[src/hdl/smd_pkg.sv]
// ----------------------------------------------------------------------------
// smd_pkg
// Types and constants shared by the signed multiply-divide pipeline.
// ----------------------------------------------------------------------------
package smd_pkg;

    localparam int unsigned OPW  = 32;          // operand and result width
    localparam int unsigned PRW  = 2 * OPW - 1; // product magnitude width
    localparam int unsigned NCEL = PRW;         // one quotient bit per cell

    typedef struct packed {
        logic signed [OPW-1:0] multiplicand;
        logic signed [OPW-1:0] multiplier;
        logic signed [OPW-1:0] divisor;
    } t_in;

    typedef struct packed {
        logic signed [OPW-1:0] quotient_out;
        logic                  overflow;
        logic                  divide_by_zero;
    } t_out;

    // State that one divider cell hands to the next.
    typedef struct packed {
        logic [PRW-1:0] work;   // dividend bits shift out on top, quotient in below
        logic [OPW-1:0] rem;    // partial remainder, below dvs unless the divisor is zero
        logic [OPW-1:0] dvs;    // divisor magnitude
        logic           neg;    // sign of the final result
        logic           dbz;    // divisor was zero
    } t_cell;

endpackage

[src/hdl/smd_front.sv]
// ----------------------------------------------------------------------------
// smd_front
// Input register, operand magnitudes and the 32x32 product register.
// ----------------------------------------------------------------------------
module smd_front
    import smd_pkg::*;
(
    input  logic  i_clk,
    input  logic  i_rst_n,
    input  logic  i_en,
    input  logic  i_valid,
    input  t_in   i_word,
    output logic  o_valid,
    output t_cell o_cell
);

    logic           r_in_valid;
    t_in            r_in;
    logic           r_valid;
    t_cell          r_cell;

    logic           neg_a, neg_b, neg_c;
    logic [OPW-1:0] mag_a, mag_b, mag_c;
    logic [PRW-1:0] prod;
    t_cell          n_cell;

    always_comb begin
        neg_a = r_in.multiplicand[OPW-1];
        neg_b = r_in.multiplier[OPW-1];
        neg_c = r_in.divisor[OPW-1];
        // The most negative value maps to 2^31, which still fits unsigned.
        mag_a = neg_a ? (~r_in.multiplicand + OPW'(1)) : r_in.multiplicand;
        mag_b = neg_b ? (~r_in.multiplier + OPW'(1))   : r_in.multiplier;
        mag_c = neg_c ? (~r_in.divisor + OPW'(1))      : r_in.divisor;
        // Both magnitudes are at most 2^31, so the product fits in 63 bits.
        prod  = PRW'(mag_a) * PRW'(mag_b);
        n_cell.work = prod;
        n_cell.rem  = '0;
        n_cell.dvs  = mag_c;
        n_cell.neg  = neg_a ^ neg_b ^ neg_c;
        n_cell.dbz  = (mag_c == '0);
    end

    always_ff @(posedge i_clk) begin
        if (!i_rst_n) begin
            r_in_valid <= 1'b0;
            r_valid    <= 1'b0;
        end else if (i_en) begin
            r_in_valid <= i_valid;
            r_valid    <= r_in_valid;
        end
    end

    always_ff @(posedge i_clk) begin
        if (i_en) begin
            r_in   <= i_word;
            r_cell <= n_cell;
        end
    end

    assign o_valid = r_valid;
    assign o_cell  = r_cell;

endmodule

[config.mk]
export PLATFORM = sky130hd
export DESIGN_NAME = smd_front
export DESIGN_NICKNAME = d
export VERILOG_FILES = /design/src/hdl/smd_pkg.sv /design/src/hdl/smd_front.sv
export SDC_FILE = /design/constraint.sdc
export NUM_CORES = 2
export LEC_CHECK = 0
export BUFFER_PORTS_ARGS = -buffer_cell sky130_fd_sc_hd__buf_4
export CORE_MARGIN = 5
export CORE_UTILIZATION = 30
export CTS_CLUSTER_SIZE = 25
export DETAILED_ROUTE_END_ITERATION = 12
export GPL_TIMING_DRIVEN = 0
export PLACE_DENSITY_LB_ADDON = 0.15
export SYNTH_ARGS = -nofsm -noshare
export SYNTH_HDL_FRONTEND = slang
export SYNTH_SLANG_ARGS = --single-unit
[constraint.sdc]
create_clock -name i_clk -period 23 [get_ports i_clk]
set_clock_uncertainty 0.05 [all_clocks]
set_input_delay 4.6 -clock i_clk [delete_from_list [all_inputs] [get_ports i_clk]]
set_output_delay 4.6 -clock i_clk [all_outputs]
set_load 0.02 [all_outputs]
==> flow_summary.yaml <==
run_status:
  outcome: "finished, violations left"
  violations: "max-capacitance violations, max-slew violations"
detailed_routing:
  routed_wl_um: 156000
  route.antenna.remaining_nets: 0
  drt-pass1-iter-count: 5
  drcViolationCount: 0
  vias: 30154
  vias_per_cell: 4.81
  drt_iter0_drc: 2124
  wl_per_cell_um: 24.8
logic_synthesis:
  syn_avg_cell_area_um2: 9.51
  ys_warn_count: 0
  ys.flop_type: "edfxtp_1"
  synth_cell_type_count: 72
  synthCells: 4224
  async_flop_share_pct: 0
  synth_top_family_by_area: "adder cells"
  netlist.top_cell.by_area: "fa_1"
  synthAdderAreaFrac_pct: 52.7
  yosysMostFrequentCell: "inv_1"
  synthSimpleGateAreaFrac_pct: 13.0
  yosysSeqAreaShare_pct: 14.5
  synth_top_cell_area_share_pct: 44.6
  synth_area_um2: 40200
  synth_seq_cells: 195
  synthTopCellsByArea: "fa_1, edfxtp_1, inv_1"
  synth_xor_xnor_area_share_pct: 4.49
  synth.area.mux_share_pct: 0.0498
  synth_edf_count: 193
  synth_compound_area_share_pct: 4.31
  synth_common_cells: "inv_1, fa_1, nor2_1"
global_routing:
  grt_max_degree: 116
  grt-ovfl-total: 0
  grt_pass1_vias: 32308
  antenna_found_initial: 6
  grtUsageTotal_pct: 22.3
  grt_pass1_wl_um: 228000
setup_path:
  cp-end-kind: "flip-flop"
  crit_slowest_cell: "xor2_1"
  required_ns: 23.27
  crit_path_max_fanout: 10
  startpoint: "r_in[32]"
  r2r-start: "r_in[32]"
  worstPathArrival_ns: 15.32
  worst_path_most_repeated_cell: "fa_1"
  max_stage_delay_ns: 1.05
  critPathKind: "reg2reg"
  critPathLaunchType: "flip-flop"
timing:
  worstMarginPinSlew_ns: 1.55
  layout_min_cycle_time_ns: 15.05
  period_share_pct: 65.4
  max_clock_freq_ghz: 0.0664
  final-hold-violation-count: 0
  worst_slack_ns: 7.95
  finalSetupViolCount: 0
  relSlewSlack_pct: -3.83
  rsz0062_at_grt: "false"
  slew_viol_final: 8
  tns_ns: 0
clocking:
  clockBufferDepth: 2
  post_cts_buffers: 0
  cts_inserted_buffers: 17
  cts_tree: "yes"
  hold_buffers: 0
  htreeDepth: 4
  clkTransAtPathRegs_ns: 0.10
  cts_num_sinks: 195
  cts_resized: 0
  ctsRootBufferMaster: "clkbuf_16"
  clock_latency_ns: 0.59
placement:
  placed_cells: 6233
  place.gp.congestion: 0.939
  hpwl_um: 134000
  post-place-ws_ns: 7.95
  port_buffers: 197
final_layout:
  layout-drive-gt1-share_pct: 7.07
  finalNetCount: 5741
  syn2layout_area_growth_pct: 12.0
  final_cells: 6269
worst_hold_path:
  min_from: "o_valid"
  hold_class: "reg2reg"
floorplanning:
  io_pins: 230
  core_area_um2: 133000
  dieArea_um2: 141000
  die_w_um: 376
  initial_core_util_pct: 30.1
  die_h_um: 376
  row_count: 134
flow_run:
  maxCapViolations: 1
==> through the flow <==
stage          hold WS [ns]  area, um^2  util [%]
2_1_floorplan         0.432       40300         -
3_3_place_gp          0.457       44000      33.0
3_5_place_dp          0.468       44300      33.2
4_1_cts               0.483       45000      33.7
5_1_grt               0.505       45000      33.8
6_report              0.480       45000      33.8
==> metal layers <==
layer | global-route usage [%] | wire length, um | up-vias | part of all wire, %
li1 | - | - | 13098 | -
met1 | 30.1 | 66900 | 15816 | 43
met2 | 36.3 | 72800 | 1019 | 47
met3 | 4.48 | 10500 | 215 | 6.8
met4 | 7.09 | 5220 | 6 | 3.4
met5 | 0 | 54 | - | 0.035
==> final timing paths <==
kind / slack, ns / end / cells after the start
worst max-delay path: 7.95 / o_cell[122] / 35
worst min-delay path: 0.48 / o_valid / 2
worst max register to register: 7.95 / o_cell[122] / 35
worst min register to register: 0.48 / o_valid / 2
==> critical path: cells and delay by family (launching register included) <==
kind / cells / cell delay [ns]
flip-flops: 1 / 0.60
AND/OR/NAND/NOR: 8 / 3.73
AO/OA/AOI/OAI: 6 / 1.54
adder cells (fa/ha/maj): 10 / 5.01
XOR/XNOR: 2 / 1.20
buffers and inverters: 9 / 2.65
==> state kept, by name (all words and copies together) (netlist names) <==
name        flops
neg_b           1
r_in           93
neg_a           1
o_valid         1
neg_c           1
r_in_valid      1
o_cell         97
==> logic make-up (layout without fill, tap and decap cells) <==
| family | count (synthesis) | after routing |
|---|---|---|
| other | 1 | 34 |
| flip-flops | 195 | 195 |
| multiplexers | 2 | 2 |
| buffers and inverters | 1133 | 1377 |
| AND/OR/NAND/NOR | 1266 | 1266 |
| XOR/XNOR | 205 | 205 |
| adder cells (fa/ha/maj) | 1155 | 1155 |
| AO/OA/AOI/OAI | 267 | 267 |
==> area by class of cell <==
| cell class | count | area [um^2] |
|---|---|---|
| fill | 13986 | 88300 |
| multi-input combinational | 2927 | 30200 |
| sequential | 195 | 5840 |
| inverter | 920 | 3450 |
| tap | 1768 | 2210 |
| timing repair buffer | 212 | 1670 |
| buffer | 213 | 931 |
| clock buffer | 17 | 425 |
| clock inverter | 15 | 241 |
| antenna | 2 | 5.00 |
==> cell usage in the layout (no fill, tap or decap), types with 12 or more instances in the layout <==
cell type and instances:
a21o_1 34, a21oi_1 66, and2_1 16, buf_4 230, clkbuf_1 175, clkbuf_16 17
conb_1 32, edfxtp_1 193, fa_1 895, ha_1 260, inv_1 920, nand2_1 508
nand2b_1 19, nand3_1 14, nand4_1 12, nor2_1 596, nor3_1 13, nor4_1 12
o21a_1 15, o21ai_0 62, o31ai_1 21, o41ai_1 12, or4_1 15, xnor2_1 118
xor2_1 67
Power is not shown: default switching activity piles up to over one toggle a cycle in this logic, so the estimate is an artifact.
