[config.mk]
export PLATFORM = sky130hd
export DESIGN_NAME = smd_div_cell
export DESIGN_NICKNAME = d
export VERILOG_FILES = /design/src/hdl/smd_pkg.sv /design/src/hdl/smd_div_cell.sv
export SDC_FILE = /design/constraint.sdc
export NUM_CORES = 1
export LEC_CHECK = 0
export ABC_AREA = 1
export BUFFER_PORTS_ARGS = -buffer_cell sky130_fd_sc_hd__buf_2
export CAP_MARGIN = 15
export CORE_ASPECT_RATIO = 1.4
export CORE_UTILIZATION = 45
export CTS_CLUSTER_SIZE = 14
export DETAILED_ROUTE_END_ITERATION = 16
export PLACE_DENSITY = 0.74
export SYNTH_ARGS = -nofsm -noshare
export SYNTH_HDL_FRONTEND = slang
export SYNTH_SLANG_ARGS = --single-unit
export TNS_END_PERCENT = 50
[constraint.sdc]
create_clock -name i_clk -period 4.1 [get_ports i_clk]
set_input_delay 1.23 -clock i_clk [delete_from_list [all_inputs] [get_ports i_clk]]
set_output_delay 1.23 -clock i_clk [all_outputs]
set_load 0.02 [all_outputs]
[src/hdl/smd_pkg.sv]
// ----------------------------------------------------------------------------
// smd_pkg
// Types and constants shared by the signed multiply-divide pipeline.
// ----------------------------------------------------------------------------
package smd_pkg;

    localparam int unsigned OPW  = 32;          // operand and result width
    localparam int unsigned PRW  = 2 * OPW - 1; // product magnitude width
    localparam int unsigned NCEL = PRW;         // one quotient bit per cell

    typedef struct packed {
        logic signed [OPW-1:0] multiplicand;
        logic signed [OPW-1:0] multiplier;
        logic signed [OPW-1:0] divisor;
    } t_in;

    typedef struct packed {
        logic signed [OPW-1:0] quotient_out;
        logic                  overflow;
        logic                  divide_by_zero;
    } t_out;

    // State that one divider cell hands to the next.
    typedef struct packed {
        logic [PRW-1:0] work;   // dividend bits shift out on top, quotient in below
        logic [OPW-1:0] rem;    // partial remainder, below dvs unless the divisor is zero
        logic [OPW-1:0] dvs;    // divisor magnitude
        logic           neg;    // sign of the final result
        logic           dbz;    // divisor was zero
    } t_cell;

endpackage

[src/hdl/smd_div_cell.sv]
// ----------------------------------------------------------------------------
// smd_div_cell
// One restoring-division step: retire one dividend bit, produce one quotient bit.
// ----------------------------------------------------------------------------
module smd_div_cell
    import smd_pkg::*;
(
    input  logic  i_clk,
    input  logic  i_rst_n,
    input  logic  i_en,
    input  logic  i_valid,
    input  t_cell i_cell,
    output logic  o_valid,
    output t_cell o_cell
);

    logic           r_valid;
    t_cell          r_cell;

    logic [OPW:0]   trial;
    logic [OPW-1:0] diff;
    logic           ge;
    t_cell          n_cell;

    always_comb begin
        trial  = {i_cell.rem, i_cell.work[PRW-1]};
        // When the trial covers a nonzero divisor the difference is below it.
        diff   = trial[OPW-1:0] - i_cell.dvs;
        ge     = (trial >= {1'b0, i_cell.dvs});
        n_cell = i_cell;
        n_cell.rem  = ge ? diff : trial[OPW-1:0];
        n_cell.work = {i_cell.work[PRW-2:0], ge};
    end

    always_ff @(posedge i_clk) begin
        if (!i_rst_n) begin
            r_valid <= 1'b0;
        end else if (i_en) begin
            r_valid <= i_valid;
        end
    end

    always_ff @(posedge i_clk) begin
        if (i_en) begin
            r_cell <= n_cell;
        end
    end

    assign o_valid = r_valid;
    assign o_cell  = r_cell;

endmodule

==> results.cfg, run 1 <==
[outcome]
status = finished clean

[final_layout]
fill_cells = 1381
stdcell_count = 1258
fin_nets = 1218
synthToLayoutAreaGrowth_pct = 29.1
layout_common_cells = nand2_1, buf_2, inv_1
fin_area_um2 = 9120
final_common_cell = nand2_1
drive_above_1_share_pct = 29.9

[die]
die_area_um2 = 16200
die_x_um = 108
num_rows = 53
io_pins = 263
core_um2 = 15200
die_h_um = 150
initial_utilization_pct = 46.5

[timing]
final_max_slew_viol_count = 0
fmax_ghz = 0.297
tns_ns = 0
worst_pin_slew_ns = 0.921
fin_crit_ns = 3.37
setup_viol = 0
rsz0062_at_grt = false
clock-skew-final_ns = 0
relSlewSlack_pct = 38.4
fin_crit_sh_pct = 82.1
hold_violations = 0

[global_routing]
grtUsageTotal_pct = 25.0
grt_overflow = 0
grtUsageMet1_pct = 26.2
antenna_found_initial = 1
grt-busiest-layer = met2
grt_pass1_wl_um = 30000
met2_usage_pct = 46.6
grt_pass1_vias = 5914
grt_max_degree = 76
grtUsageMet3_pct = 7.10

[placement]
placed_area_um2 = 8560
port-buffer-count = 262
dp_hpwl_um = 15600
routabilityCongestion = 0.934
placedCellCount = 1225

[clock_tree]
post_cts_buffers = 0
cts_buffers = 17
ctsRootBufferMaster = clkbuf_16
cts_sinks = 130
cts_max_path_buffers = 2
cts_tree = done
clock_latency_ns = 0.41
path_clk_slew_ns = 0.06
h-tree-depth = 4
cts_hold_buf = 0
cts.repair.resized = 0

[yosys]
syn-num-nets = 946
ys_seq_area_share_pct = 55.1
ys_warn_count = 0
avgSynthCellArea_um2 = 9.06
ys_ff_latch = 130
syn_inst = 780
syn_area_um2 = 7070
synth_cell_type_count = 27

[worst_setup_path]
cp.arrival_ns = 3.52
cp_common_cell = nand2_1
r2r_cells = 2
startpoint_type = input pin
cp_cell_sequence = buf_2 > inv_1 > ha_1 > nand2_1 > inv_1 > nand2_1 > nand2_1 > a21oi_1 > nand2_1 > nor2_4 > nand2_8 > nand2_1 > nand2_1
reg2reg_from = o_valid$_SDFFE_PN0P_
cp_max_fo = 35
required_ns = 4.26
endpoint_kind = flip-flop
startpoint = i_cell[29]
crit_type = in -> reg
slowest_stage = nor2_4
max_stage_delay_ns = 0.70

[route]
first_pass_iters = 5
detail_route.wl_per_cell_um = 15.7
drt_iter0_drc = 248
drc = 0
routed_wl_um = 19800
via_per_inst = 4.77
postRouteAntennaNets = 0
num_vias = 6005

[power_and_ir_drop]
combinationalPowerShare_pct = 21.4
internal_power_mw = 2.70
ir_worst_vdd_uv = 344
total_power_mw = 3.94
power-per-cell-area_nw_per_um2 = 432
netSwitchingPower_mw = 1.24
power_switching_share_pct = 31.5
seqPwrFrac_pct = 41.8
power.clock.fraction_pct = 36.8
p_leak_nw = 4.74

[worst_hold_path]
holdPathStages = 2
holdCritPathClass = reg -> reg
hp-start = o_valid$_SDFFE_PN0P_

[job]
cap_violations = 0
-- cell usage after synthesis, drive strengths merged --
| cell type | count | share of area [%] |
|---|---|---|
| a21o | 2 | 0.21 |
| a21oi | 22 | 1.6 |
| and2 | 8 | 0.71 |
| buf | 10 | 1.2 |
| dfxtp | 1 | 0.28 |
| edfxtp | 129 | 55 |
| fa | 1 | 0.28 |
| ha | 32 | 5.7 |
| inv | 151 | 8.0 |
| nand2 | 279 | 15 |
| nand3 | 67 | 5.5 |
| nand3b | 11 | 1.2 |
| nand4 | 3 | 0.27 |
| nor2 | 38 | 2.2 |
| nor3 | 9 | 0.85 |
| o21ai | 3 | 0.21 |
| xnor2 | 1 | 0.12 |
| xor2 | 13 | 1.6 |
-- cell type report --
| type | count | area, um2 | area share (%) |
|---|---|---|---|
| Sequential cell | 130 | 3890 | 42.7 |
| Multi-Input combinational cell | 489 | 2520 | 27.6 |
| Timing Repair Buffer | 263 | 1340 | 14.7 |
| Inverter | 151 | 567 | 6.21 |
| Clock buffer | 17 | 425 | 4.66 |
| Tap cell | 192 | 240 | 2.63 |
| Clock inverter | 15 | 136 | 1.49 |
| Antenna cell | 1 | 2.50 | 0.0274 |
-- critical path: cells and delay by family --
family / cells / cell delay (ns)
AO/OA/AOI/OAI: 1 / 0.14
adder cells (fa/ha/maj): 1 / 0.35
buffers and inverters: 3 / 0.17
AND/OR/NAND/NOR: 8 / 1.62
-- stage by stage --
stage | hold slack, ns | utilization, % | setup slack, ns
floorplan | 0.606 | - | 1.27
global placement | 0.522 | 56.4 | 0.336
global route | 0.592 | 60.1 | 0.466
detailed placement | 0.524 | 56.4 | 0.318
CTS | 0.538 | 60.1 | 0.751
finish | 0.535 | 60.1 | 0.733
-- worst paths after layout --
check	slack [ns]	end
worst max register to register	3.46	o_valid$_SDFFE_PN0P_
worst min-delay path	0.53	o_valid$_SDFFE_PN0P_
worst max-delay path	0.73	o_cell[42]$_DFFE_PP_
worst min register to register	0.53	o_valid$_SDFFE_PN0P_
-- cell families (layout without fill, tap and decap cells) --
| group | after synthesis | after routing | synth area share, % |
|---|---|---|---|
| AND/OR/NAND/NOR | 415 | 415 | 26.0 |
| buffers and inverters | 161 | 446 | 9.24 |
| flip-flops | 130 | 130 | 55.1 |
| adder cells (fa/ha/maj) | 33 | 33 | 5.95 |
| AO/OA/AOI/OAI | 27 | 27 | 1.98 |
| XOR/XNOR | 14 | 14 | 1.73 |
| other | 0 | 1 | 0 |
-- sequential cells by signal (all words and copies together), names as in the netlist --
register,cells
o_cell,129
o_valid,1
-- power groups by stage --
| stage | combinational [mW] | clock, mW | sequential, mW |
|---|---|---|---|
| 6_report | 0.845 | 1.45 | 1.65 |
| 5_1_grt | 0.934 | 1.53 | 1.66 |
| 4_1_cts | 0.850 | 1.48 | 1.65 |
| 3_5_place_dp | 0.848 | 0 | 1.68 |
| 3_3_place_gp | 0.833 | 0 | 1.67 |
| 2_1_floorplan | 0.361 | 0 | 1.85 |
-- layer usage --
metal | part of all wire (%) | wire length (um)
met3 | 8.2 | 1630
met2 | 54 | 10600
met4 | 2.1 | 414
met5 | 0 | 0
met1 | 36 | 7150
(Power assumes the default switching activity.)
==> inputs of run 2 (changes only) <==
- ABC_AREA: 1 -> 0
- CORE_UTILIZATION: 45 -> 43
- PLACE_DENSITY: 0.74 -> 0.76
- clock period: 4.1 -> 2.7 ns (I/O delays scaled with it)
==> results.cfg, run 2 <==
[yosys]
syn_area_um2 = 6120
syn_inst = 475
synth_compound_area_share_pct = 12.0
synth_largest_area_cell = edfxtp_1
synth-simple-area-share_pct = 7.51
ys_seq_area_share_pct = 63.7
yosysMostFrequentCell = edfxtp_1
synth_top_cell_area_share_pct = 63.3
async_reset_ff_share_pct = 0
synth_adder_area_share_pct = 6.87
synth_top_family_by_area = compound AO/OA/AOI/OAI gates
synth_area_leaders = edfxtp_1, ha_1, a21oi_1, inv_1, xnor2_1
synth_cell_type_count = 48
ys_ff_latch = 130
synth_mux_area_share_pct = 2.33
synth_edf_count = 129
ys_warn_count = 0
synth_xor_xnor_area_share_pct = 3.87
synth.top_cells.by_count = edfxtp_1, a21oi_1, inv_1
avgSynthCellArea_um2 = 12.9
synth-main-ff-cell = edfxtp_1
syn-num-nets = 641

[timing]
fin_crit_ns = 3.18
rsz0062_at_grt = true
setup_viol = 33
fmax_ghz = 0.315
fin_ws_ns = -0.478
relSlewSlack_pct = 73.7
hold_violations = 0
fin_crit_sh_pct = 118
worst_pin_slew_ns = 0.392
clock-skew-final_ns = 0
final_max_slew_viol_count = 0

[global_routing]
grtUsageTotal_pct = 24.4
grt_pass1_wl_um = 26900
grt_pass1_vias = 5548
grt_overflow = 0
grt_max_degree = 51
antenna_found_initial = 2

[power_and_ir_drop]
power_switching_share_pct = 28.7
p_leak_nw = 4.42
power.clock.fraction_pct = 37.6
combinationalPowerShare_pct = 24.2
internal_power_mw = 4.69
ir_worst_vdd_uv = 509
netSwitchingPower_mw = 1.89
seqPwrFrac_pct = 38.2
power-per-cell-area_nw_per_um2 = 674
total_power_mw = 6.58

[clock_tree]
clock_latency_ns = 0.41
path_clk_slew_ns = 0.06
cts_buffers = 17
cts_max_path_buffers = 2
h-tree-depth = 4
cts_tree = done
ctsRootBufferMaster = clkbuf_16
cts_sinks = 130

[final_layout]
drive_above_1_share_pct = 55.7
layout_common_cells = buf_2, edfxtp_1, buf_4
final-seq-area_um2 = 3890
largest_register_ffs = 129
post-route-util_pct = 70.1
stdcell_count = 1059
fin_nets = 1025
multi_input_area_um2 = 2370
fill_cells = 1003
final_common_cell = buf_2
synthToLayoutAreaGrowth_pct = 59.4
fin_area_um2 = 9750

[route]
drt_iter0_drc = 175
via_per_inst = 4.99
first_pass_iters = 5
drc = 0
num_vias = 5284
routed_wl_um = 18000
postRouteAntennaNets = 0
detail_route.wl_per_cell_um = 17.0

[job]
cap_violations = 0

[outcome]
violations = setup timing
status = finished, violations left

[worst_setup_path]
cp_common_cell = a21oi_4
startpoint = i_cell[128]
slowest_stage = fa_2
cp_top_family = compound AO/OA/AOI/OAI gates
startpoint_type = input pin
r2r_cells = 2
cp_cell_sequence = buf_8 > inv_4 > ha_4 > fa_2 > nand2b_4 > a21oi_4 > o21ai_2 > o311a_1 > a31oi_4 > a21oi_4 > o21ai_0 > xor2_1 > mux2_4
max_stage_delay_ns = 0.38
crit_type = in -> reg
cp.arrival_ns = 3.34
endpoint_kind = flip-flop
reg2reg_from = o_valid$_SDFFE_PN0P_
cp.depth = 13
cp_max_fo = 3
required_ns = 2.86
crit_buf_inv = 2

[worst_hold_path]
holdPathStages = 2
holdCritPathClass = reg -> reg
hp-start = o_valid$_SDFFE_PN0P_

[placement]
port-buffer-count = 262
dp_hpwl_um = 13200
placed_area_um2 = 8550
placedCellCount = 1012
routabilityCongestion = 0.900

[die]
core_um2 = 13900
die_h_um = 143
num_rows = 51
io_pins = 263
initial_utilization_pct = 44.0
die_area_um2 = 14700
die_x_um = 103
-- run 2: cell count changes in the layout (fill, tap and decap cells not counted), moves of 11 or more --
cell / delta
nand3_1: -48
nand2_1: -248
a21oi_1: +15
buf_6: +15
o21ai_0: +11
buf_2: -14
buf_4: +107
inv_1: -122
xnor2_1: +15
a21oi_2: +14
nand3_2: -11
-- run 2: routing by layer --
layer / wire length, um / part of all wire [%] / GRT usage, %
met2: 9820 / 55 / 46.4
met1: 6510 / 36 / 24.4
met3: 1040 / 5.8 / 6.02
met5: 0 / 0 / 0
met4: 604 / 3.4 / 10.6
-- run 2: through the flow --
step | worst slack [ns] | hold slack, ns | setup TNS, ns
6_report | -0.478 | 0.530 | -12.98
5_1_grt | -0.581 | 0.549 | -16.91
4_1_cts | -0.484 | 0.535 | -11.76
3_5_place_dp | -1.20 | 0.526 | -28.44
3_3_place_gp | -1.04 | 0.505 | -26.33
2_1_floorplan | -0.768 | 0.589 | -22.37
-- run 2: final timing paths --
kind	end	slack, ns
hold / removal	o_valid$_SDFFE_PN0P_	0.53
setup / recovery	o_cell[60]$_DFFE_PP_	-0.48
hold reg to reg	o_valid$_SDFFE_PN0P_	0.53
setup reg to reg	o_valid$_SDFFE_PN0P_	2.11
-- run 2: worst register-to-register path, delay by kind of cell (launching register included) --
| kind | cells | cell delay, ns |
|---|---|---|
| muxes | 1 | 0.12 |
| and+or+nand+nor | 1 | 0.06 |
| DFF | 1 | 0.32 |
-- run 2: cell families after synthesis --
logic type | after synthesis
AO/OA/AOI/OAI | 118
XOR/XNOR | 27
adder cells (fa/ha/maj) | 33
buffers and inverters | 55
flip-flops | 130
multiplexers | 13
AND/OR/NAND/NOR | 99
-- run 2: area by class of cell --
| class | count | share of cell area (%) |
|---|---|---|
| Clock inverter | 15 | 2.18 |
| Multi-Input combinational cell | 290 | 24.3 |
| Clock buffer | 17 | 4.36 |
| Antenna cell | 2 | 0.0513 |
| Sequential cell | 130 | 39.9 |
| Inverter | 38 | 1.59 |
| Tap cell | 185 | 2.37 |
| Timing Repair Buffer | 382 | 25.2 |
-- run 2: repair_timing --
action | 4_1_cts | 5_1_grt
pin swaps | 11 | 3
hold buffers | 0 | 0
hold endpoints to repair | 0 | 0
resized for setup | 67 | 31
setup endpoints to repair | 33 | 33
setup buffers | 8 | 3
cloned | 4 | 0
-- run 2: power by group through the flow --
stage | combinational, mW | sequential, mW | clock (mW)
6_report | 1.59 | 2.51 | 2.47
5_1_grt | 1.71 | 2.53 | 2.61
4_1_cts | 1.56 | 2.51 | 2.52
3_5_place_dp | 1.41 | 2.55 | 0
3_3_place_gp | 1.38 | 2.54 | 0
2_1_floorplan | 0.511 | 2.82 | 0
