`config.mk`:
```
export PLATFORM = sky130hd
export DESIGN_NAME = smd_back
export DESIGN_NICKNAME = d
export VERILOG_FILES = /design/src/hdl/smd_pkg.sv /design/src/hdl/smd_back.sv
export SDC_FILE = /design/constraint.sdc
export NUM_CORES = 1
export LEC_CHECK = 0
export ABC_CLOCK_PERIOD_IN_PS = 4100
export BUFFER_PORTS_ARGS = -buffer_cell sky130_fd_sc_hd__buf_4
export CORE_MARGIN = 8
export CORE_UTILIZATION = 32
export CTS_BUF_LIST = sky130_fd_sc_hd__clkbuf_8
export DETAILED_ROUTE_END_ITERATION = 16
export GPL_TIMING_DRIVEN = 1
export SYNTH_ARGS = -nofsm -noshare
export SYNTH_HDL_FRONTEND = slang
export SYNTH_SLANG_ARGS = --single-unit
```
`constraint.sdc`:
```
create_clock -name i_clk -period 4.1 [get_ports i_clk]
set_input_delay 0.82 -clock i_clk [delete_from_list [all_inputs] [get_ports i_clk]]
set_output_delay 0.82 -clock i_clk [all_outputs]
set_load 0.01 [all_outputs]
```
`src/hdl/smd_pkg.sv`:
```
// ----------------------------------------------------------------------------
// smd_pkg
// Types and constants shared by the signed multiply-divide pipeline.
// ----------------------------------------------------------------------------
package smd_pkg;

    localparam int unsigned OPW  = 32;          // operand and result width
    localparam int unsigned PRW  = 2 * OPW - 1; // product magnitude width
    localparam int unsigned NCEL = PRW;         // one quotient bit per cell

    typedef struct packed {
        logic signed [OPW-1:0] multiplicand;
        logic signed [OPW-1:0] multiplier;
        logic signed [OPW-1:0] divisor;
    } t_in;

    typedef struct packed {
        logic signed [OPW-1:0] quotient_out;
        logic                  overflow;
        logic                  divide_by_zero;
    } t_out;

    // State that one divider cell hands to the next.
    typedef struct packed {
        logic [PRW-1:0] work;   // dividend bits shift out on top, quotient in below
        logic [OPW-1:0] rem;    // partial remainder, below dvs unless the divisor is zero
        logic [OPW-1:0] dvs;    // divisor magnitude
        logic           neg;    // sign of the final result
        logic           dbz;    // divisor was zero
    } t_cell;

endpackage

```
`src/hdl/smd_back.sv`:
```
// ----------------------------------------------------------------------------
// smd_back
// Sign, overflow and zero-divisor handling, output register and skid stage.
// ----------------------------------------------------------------------------
module smd_back
    import smd_pkg::*;
(
    input  logic  i_clk,
    input  logic  i_rst_n,
    input  logic  i_valid,
    input  t_cell i_cell,
    input  logic  i_stall,
    output logic  o_valid,
    output t_out  o_word,
    output logic  o_full
);

    logic           r_out_valid;
    t_out           r_out;
    logic           r_skid_valid;
    t_out           r_skid;

    logic [PRW-1:0] q;
    logic           take;
    logic           push;
    t_out           n_res;

    always_comb begin
        q = i_cell.work;
        if (i_cell.dbz) begin
            n_res.quotient_out   = '0;
            n_res.overflow       = 1'b0;
            n_res.divide_by_zero = 1'b1;
        end else begin
            n_res.quotient_out   = i_cell.neg ? (~q[OPW-1:0] + OPW'(1)) : q[OPW-1:0];
            // Negative results may reach -2^31, positive ones only 2^31-1.
            n_res.overflow       = i_cell.neg
                ? ((|q[PRW-1:OPW]) || (q[OPW-1] && (|q[OPW-2:0])))
                : (|q[PRW-1:OPW-1]);
            n_res.divide_by_zero = 1'b0;
        end
    end

    assign take = r_out_valid && !i_stall;
    assign push = i_valid && !r_skid_valid;

    always_ff @(posedge i_clk) begin
        if (!i_rst_n) begin
            r_out_valid  <= 1'b0;
            r_skid_valid <= 1'b0;
        end else if (r_skid_valid) begin
            if (take) begin
                r_skid_valid <= 1'b0;
            end
        end else if (push) begin
            if (r_out_valid && !take) begin
                r_skid_valid <= 1'b1;
            end else begin
                r_out_valid <= 1'b1;
            end
        end else if (take) begin
            r_out_valid <= 1'b0;
        end
    end

    always_ff @(posedge i_clk) begin
        if (r_skid_valid) begin
            if (take) begin
                r_out <= r_skid;
            end
        end else if (push) begin
            if (r_out_valid && !take) begin
                r_skid <= n_res;
            end else begin
                r_out <= n_res;
            end
        end
    end

    assign o_valid = r_out_valid;
    assign o_word  = r_out;
    assign o_full  = r_skid_valid;

    a_skid_needs_out: assert property (@(posedge i_clk) disable iff (!i_rst_n)
        r_skid_valid |-> r_out_valid)
        else $error("skid word held without an output word");

    a_dbz_zero: assert property (@(posedge i_clk) disable iff (!i_rst_n)
        (r_out_valid && r_out.divide_by_zero) |->
            (r_out.quotient_out == '0 && !r_out.overflow))
        else $error("zero divisor word carries a nonzero result");

    a_skid_drains: assert property (@(posedge i_clk) disable iff (!i_rst_n)
        (r_skid_valid && !i_stall) |=> (!r_skid_valid && r_out_valid))
        else $error("skid word not moved to output");

endmodule

```
==> metrics.md, run 1 <==
| Metric | Value |
|---|---|
| Worst slew pin tran | `1.06 ns` |
| Post-DP Area | `4420 sq um` |
| FMAX | `378 MHz` |
| Slowest stage delay, CP | `0.44 ns` |
| Dominant synthesized flop cell | `edfxtp_1` |
| Fillcell total | `1064` |
| Die H | `120 um` |
| Startpoint Class | `primary input` |
| RePlAce Congestion | `0.766` |
| Setup_tns | `0 ns` |
| RSZ-0062 raised after global routing | `false` |
| Finished Layout Cells | `553` |
| Synthesized area per cell | `11.4 sq um` |
| Antenna diode count | `0` |
| Max-cap viol count | `0` |
| Clock edge transition at the registers on the reported setup and hold paths | `0.07 ns` |
| Leakage | `1.74 nW` |
| ANT nets after route | `0` |
| Arrival time at the worst endpoint | `2.72 ns` |
| Final hold slack | `0.530 ns` |
| Die area | `14500 sq um` |
| H-tree depth | `3` |
| Vias per cell | `4.90` |
| Status | `complete, no violations` |
| Critical Path RT | `4.17 ns` |
| CTS tree | `built` |
| All-Layer GR Usage | `12.8%` |
| Drt pass-1 iters | `4` |
| Dpl hpwl | `6680 um` |
| Mapped Area | `3490 sq um` |
| CTS Buf Count | `9` |
| Setup-failing EPs final | `0` |
| Routed WL per cell | `16.9 um` |
| Sequential area share after synthesis | `59.6%` |
| Critical Path Slowest Stage Cell | `o41ai_1` |
| Ratio of cells with drive above 1 in the final layout | `32.9%` |
| Place WS | `1.05 ns` |
| Syn nets | `440` |
| Final setup margin | `1.46 ns` |
| Total wire length | `9340 um` |
| CP endpoint kind | `flip-flop` |
| CP Max Fanout | `5` |
| Power Density | `376 nW/um^2` |
| Async S/R FF share, synth | `0%` |
| Top-Level Pins | `169` |
| Die Wd | `120 um` |
| HP Class | `reg2reg` |
| Slew headroom | `29.1%` |
| Tcrit/Tclk final | `64.5%` |
| Design area | `4630 sq um` |
| Longest Clk Path Bufs | `2` |
| Final Hold Violating Endpoints | `0` |
| Routed via count | `2712` |
| DRT iter0 DRCs | `176` |
| Clock Latency Late Sink | `0.35 ns` |
| Crit-path cells | `buf_4 > inv_1 > ha_1 > nor4b_4 > nand4_1 > o41ai_1 > xor2_1 > o21ai_0` |
| Clk Tree Root Cell | `clkbuf_8` |
| GRT overflow | `0` |
| Post-cts gate resize count | `0` |
| Worst Clk Skew | `0.00875 ns` |
| Layout area overhead | `32.5%` |
| Rows | `38` |
| Netlist cell types | `35` |
| Largest net degree at the start of global routing | `49` |
| Post-synth EDFFs | `68` |
| Gate Count Post-Synth | `306` |
| Maximum vdd drop | `0.163 mV` |
| Vias in the first global route | `2847` |
| Setup Fix Bufs, Post-CTS | `0` |
| Crit Path Class | `in2reg` |
| Post-synthesis register bit count | `70` |
| Warning count from the yosys run | `0` |
| Hold buffer count at cts | `0` |
| Initial Util | `32.5%` |
| Nets | `542` |
| First-pass GRT wire length | `14600 um` |
| Core area | `10700 sq um` |
| Number of buffers added on ports | `104` |
| Initial antenna violation count | `0` |
| CTS sink count | `70` |
| Final worst path period need | `2.64 ns` |
| Remaining DRCs | `0` |
| Slew Limit Fails | `0` |
| Placed Instances | `537` |
[metrics by stage]
stage,total power [mW],util (%)
global placement,1.15,41.2
CTS,1.76,43.1
floorplan,1.00,-
finish,1.74,43.1
detailed placement,1.16,41.2
global route,1.80,43.1
[cells in the final DEF, fill, tap and decap left out, drive strengths merged]
cell type,count
nor4b,1
a21oi,3
o31ai,14
ha,1
xor2,25
a41oi,1
nor3,7
mux2,2
nand4,4
o41ai,11
mux2i,1
nand2b,3
clkbuf,9
dfxtp,2
clkinv,3
buf,107
or2,1
nor2,41
nand3b,1
nand3,3
nand2,44
a31oi,1
a21boi,2
o21ai,32
or3,2
edfxtp,68
xnor2,5
nor4,10
bufinv,2
o31a,1
inv,6
[power by group]
| part | internal [mW] | switching (mW) |
|---|---|---|
| Clock | 0.334 | 0.266 |
| Combinational | 0.129 | 0.153 |
| Sequential | 0.844 | 0.0120 |
| Total | 1.31 | 0.431 |
[worst max-delay path: cells and delay by family]
kind                       cells  cell delay, ns
adders and majority gates      1            0.23
xor gates and xnor gates       1            0.23
AOI/OAI and AO/OA              2            0.55
buffers and inverters          2            0.23
and+or+nand+nor                2            0.67
[path summary, 6_finish.rpt]
check	depth (start not counted)	end	slack, ns	from
worst max-delay path	8	o_word[28]$_DFFE_PP_	1.46	i_cell[66]
worst min-delay path	2	o_word[6]$_DFFE_PP_	0.53	r_skid[6]$_DFFE_PP_
worst max register to register	4	o_word[17]$_DFFE_PP_	1.92	o_full$_SDFF_PN0_
worst min register to register	2	o_word[6]$_DFFE_PP_	0.53	r_skid[6]$_DFFE_PP_
[cells by family after synthesis]
logic type / after synthesis / synth area share, %
AO/OA/AOI/OAI: 65 / 13.4
flip-flops: 70 / 59.6
multiplexers: 3 / 0.931
adder cells (fa/ha/maj): 1 / 0.358
XOR/XNOR: 30 / 7.52
AND/OR/NAND/NOR: 117 / 15.8
buffers and inverters: 20 / 2.36
[flip-flops by register name, indices dropped and copies added (netlist names)]
| register | cells |
|---|---|
| o_valid | 1 |
| r_skid | 34 |
| o_full | 1 |
| o_word | 34 |
[synth_stat cells (all sizes together) (2+ instances only)]
master | count | area (sq um)
a21boi | 2 | 15.0
a21oi | 3 | 15.0
buf | 2 | 15.0
clkbuf | 14 | 52.6
dfxtp | 2 | 40.0
edfxtp | 68 | 2040
inv | 4 | 15.0
mux2 | 2 | 22.5
nand2 | 44 | 165
nand2b | 3 | 18.8
nand3 | 3 | 15.0
nand4 | 4 | 31.3
nor2 | 41 | 154
nor3 | 7 | 35.0
nor4 | 10 | 83.8
o21ai | 32 | 160
o31ai | 14 | 105
o41ai | 11 | 149
or3 | 2 | 12.5
xnor2 | 5 | 43.8
xor2 | 25 | 219
[cell type report]
class                   count  area, sq um  area share, %
clock buffers               9          124           2.68
clock inverters             7         81.3           1.76
inverters                   4         15.0          0.324
multi-input cells         216         1350           29.1
flip-flops and latches     70         2080           45.0
well taps                 140          175           3.78
repair buffers            107          803           17.4
[per-layer routing]
layer,global-route usage (%),routed length [um],vias to the layer above
li1,-,-,1330
met1,16.1,4180,1276
met2,20.4,4410,100
met3,4.01,708,6
met4,4.68,38,0
met5,0,0,-
No activity file was read; power rests on OpenSTA's default activity.
==> run 2, diff against run 1 <==
Settings changed: ABC_CLOCK_PERIOD_IN_PS 4100 to 2220.
Clock period 4.1 ns to 2.22 ns, I/O delays scaled along.
==> metrics.md, run 2 (same netlist as run 1, synthesis figures left out) <==
| Metric | Value |
|---|---|
| Status | `complete, no violations` |
| First-pass GRT wire length | `15200 um (+4.0%)` |
| Largest net degree at the start of global routing | `46 (-6.1%)` |
| RSZ-0062 raised after global routing | `false` |
| Worst R2R End | `r_skid[20]$_DFFE_PP_` |
| Final Hold Violating Endpoints | `0 (unchanged)` |
| Power Density | `639 nW/um^2 (+70%)` |
| ANT nets after route | `0 (unchanged)` |
| Top-Level Pins | `169 (unchanged)` |
| Number of buffers added on ports | `104 (unchanged)` |
| Antenna diode count | `0 (unchanged)` |
| FMAX | `491 MHz` |
| Initial Util | `32.5% (unchanged)` |
| DRT iter0 DRCs | `163 (-7.4%)` |
| Vias in the first global route | `3028 (+6.4%)` |
| Post-DP Area | `4720 sq um (+6.7%)` |
| CTS Buf Count | `9 (unchanged)` |
| Fillcell total | `1055 (-0.85%)` |
| Finished Layout Cells | `591 (+6.9%)` |
| Part of the power in registers | `50.4% (+1.2 points)` |
| Routed WL per cell | `16.2 um (-4.1%)` |
| RePlAce Congestion | `0.801 (+4.5%)` |
| Int Pwr | `2.34 mW (+79%)` |
| Drt pass-1 iters | `4 (unchanged)` |
| Layout area overhead | `40.6%` |
| Dpl hpwl | `6950 um (+4.1%)` |
| Crit Path Class | `in2reg` |
| Switching share of power | `25.6% (+0.76 points)` |
| Reg2Reg Setup Slack | `0.64 ns (-1.28 ns)` |
| Arrival time at the worst endpoint | `2.13 ns (-0.59 ns)` |
| Critical Path RT | `2.32 ns (-1.85 ns)` |
| Vias per cell | `4.91 (+0.16%)` |
| Hold path cells | `3 (+1)` |
| Worst slew pin tran | `0.495 ns (-0.565 ns)` |
| Die Wd | `120 um (unchanged)` |
| CTS sink count | `70 (unchanged)` |
| Routed via count | `2903 (+7.0%)` |
| CP Max Fanout | `3 (-2)` |
| Longest Clk Path Bufs | `2 (unchanged)` |
| Clock power frac | `31.6% (-2.9 points)` |
| Clock Latency Late Sink | `0.35 ns (about the same)` |
| H-tree depth | `3 (unchanged)` |
| Startpoint Class | `primary input` |
| Register-to-Register Path Depth | `3 (-1)` |
| Slew Limit Fails | `0 (unchanged)` |
| Die H | `120 um (unchanged)` |
| Placed Instances | `575 (+7.1%)` |
| CTS tree | `built` |
| Die area | `14500 sq um (unchanged)` |
| Design area | `4910 sq um (+6.1%)` |
| Setup-failing EPs final | `0 (unchanged)` |
| Leakage | `1.92 nW (+10%)` |
| Combinational Power Share | `18.0% (+1.8 points)` |
| Most common cell after layout, fill and taps aside | `buf_4` |
| Nets | `580 (+7.0%)` |
| Clock edge transition at the registers on the reported setup and hold paths | `0.07 ns (about the same)` |
| Max-cap viol count | `0 (unchanged)` |
| Rows | `38 (unchanged)` |
| Core area | `10700 sq um (unchanged)` |
| Worst R2R Start | `o_full$_SDFF_PN0_` |
| Worst Clk Skew | `0.00688 ns (-0.00186 ns)` |
| Setup_tns | `0 ns (unchanged)` |
| HP Class | `in2reg` |
| Tcrit/Tclk final | `91.7%` |
| Crit path from | `i_cell[66]` |
| Hold_sp | `i_valid` |
| Final setup margin | `0.184 ns (-1.27 ns)` |
| GRT overflow | `0 (unchanged)` |
| Slew headroom | `67.0% (+38 points)` |
| CP endpoint kind | `flip-flop` |
| All-Layer GR Usage | `13.3% (+0.48 points)` |
| Commonest non-fill, non-tap cells in the layout | `144 x buf_4, 68 x edfxtp_1, 44 x nand2_1` |
| Maximum vdd drop | `0.262 mV (+60%)` |
| Final worst path period need | `2.04 ns` |
| Clk Tree Root Cell | `clkbuf_8` |
| Ratio of cells with drive above 1 in the final layout | `38.8% (+5.9 points)` |
| NetSw | `0.802 mW (+86%)` |
| Initial antenna violation count | `0 (unchanged)` |
| Hold endpoint | `o_full$_SDFF_PN0_` |
| Hold buffer count at cts | `0 (unchanged)` |
| Place WS | `-0.308 ns (-1.36 ns)` |
| Total wire length | `9570 um (+2.5%)` |
| Remaining DRCs | `0 (unchanged)` |
| Layout Utilization | `45.7% (+2.6 points)` |
## run 2: worst max path at each step
stage | endpoint | cells past startpoint
floorplan | o_word[0]$_DFFE_PP_ | 3
global placement | o_word[1]$_DFFE_PP_ | 9
detailed placement | o_word[1]$_DFFE_PP_ | 9
CTS | o_word[1]$_DFFE_PP_ | 9
global route | o_word[28]$_DFFE_PP_ | 8
finish | o_word[1]$_DFFE_PP_ | 9
## run 2: worst max-delay path: stages
cell and delay [ns]:
buf_4 0.11, inv_1 0.07, ha_1 0.18, nor4b_4 0.30, nand2_1 0.14, o41ai_2 0.37, buf_4 0.17, a21oi_1 0.07
mux2_2 0.28
## run 2: through the flow
stage	total power, mW	hold WS [ns]
after global placement	2.18	0.509
after detailed placement	2.19	0.512
final	3.14	0.350
after floorplan	1.85	0.498
after CTS	3.18	0.334
after global routing	3.30	0.340
## run 2: cell type report
cell class	instances	area [sq um]	share of cell area (%)
inverters	4	15.0	0.306
repair buffers	145	1100	22.4
multi-input cells	216	1360	27.6
well taps	140	175	3.57
clock inverters	7	58.8	1.20
clock buffers	9	124	2.52
flip-flops and latches	70	2080	42.4
## run 2: what timing repair did
action,4_1_cts,5_1_grt
hold endpoints to repair,0,0
setup endpoints to repair,0,1
buffers inserted,0,0
gates resized for setup,0,1
## run 2: per-layer routing
layer  vias to the layer above  routed length, um  track usage (%)
li1                       1409                  -                -
met1                      1378               4190             16.1
met2                       102               4520             21.5
met3                        14                715             4.62
met4                         0                146             5.00
met5                         -                  0                0
## run 2: power by group through the flow
stage | clock network (mW) | logic [mW] | registers (mW)
finish | 0.991 | 0.565 | 1.58
detailed placement | 0 | 0.575 | 1.61
global placement | 0 | 0.564 | 1.61
floorplan | 0 | 0.206 | 1.65
CTS | 1.02 | 0.578 | 1.58
global route | 1.09 | 0.621 | 1.59
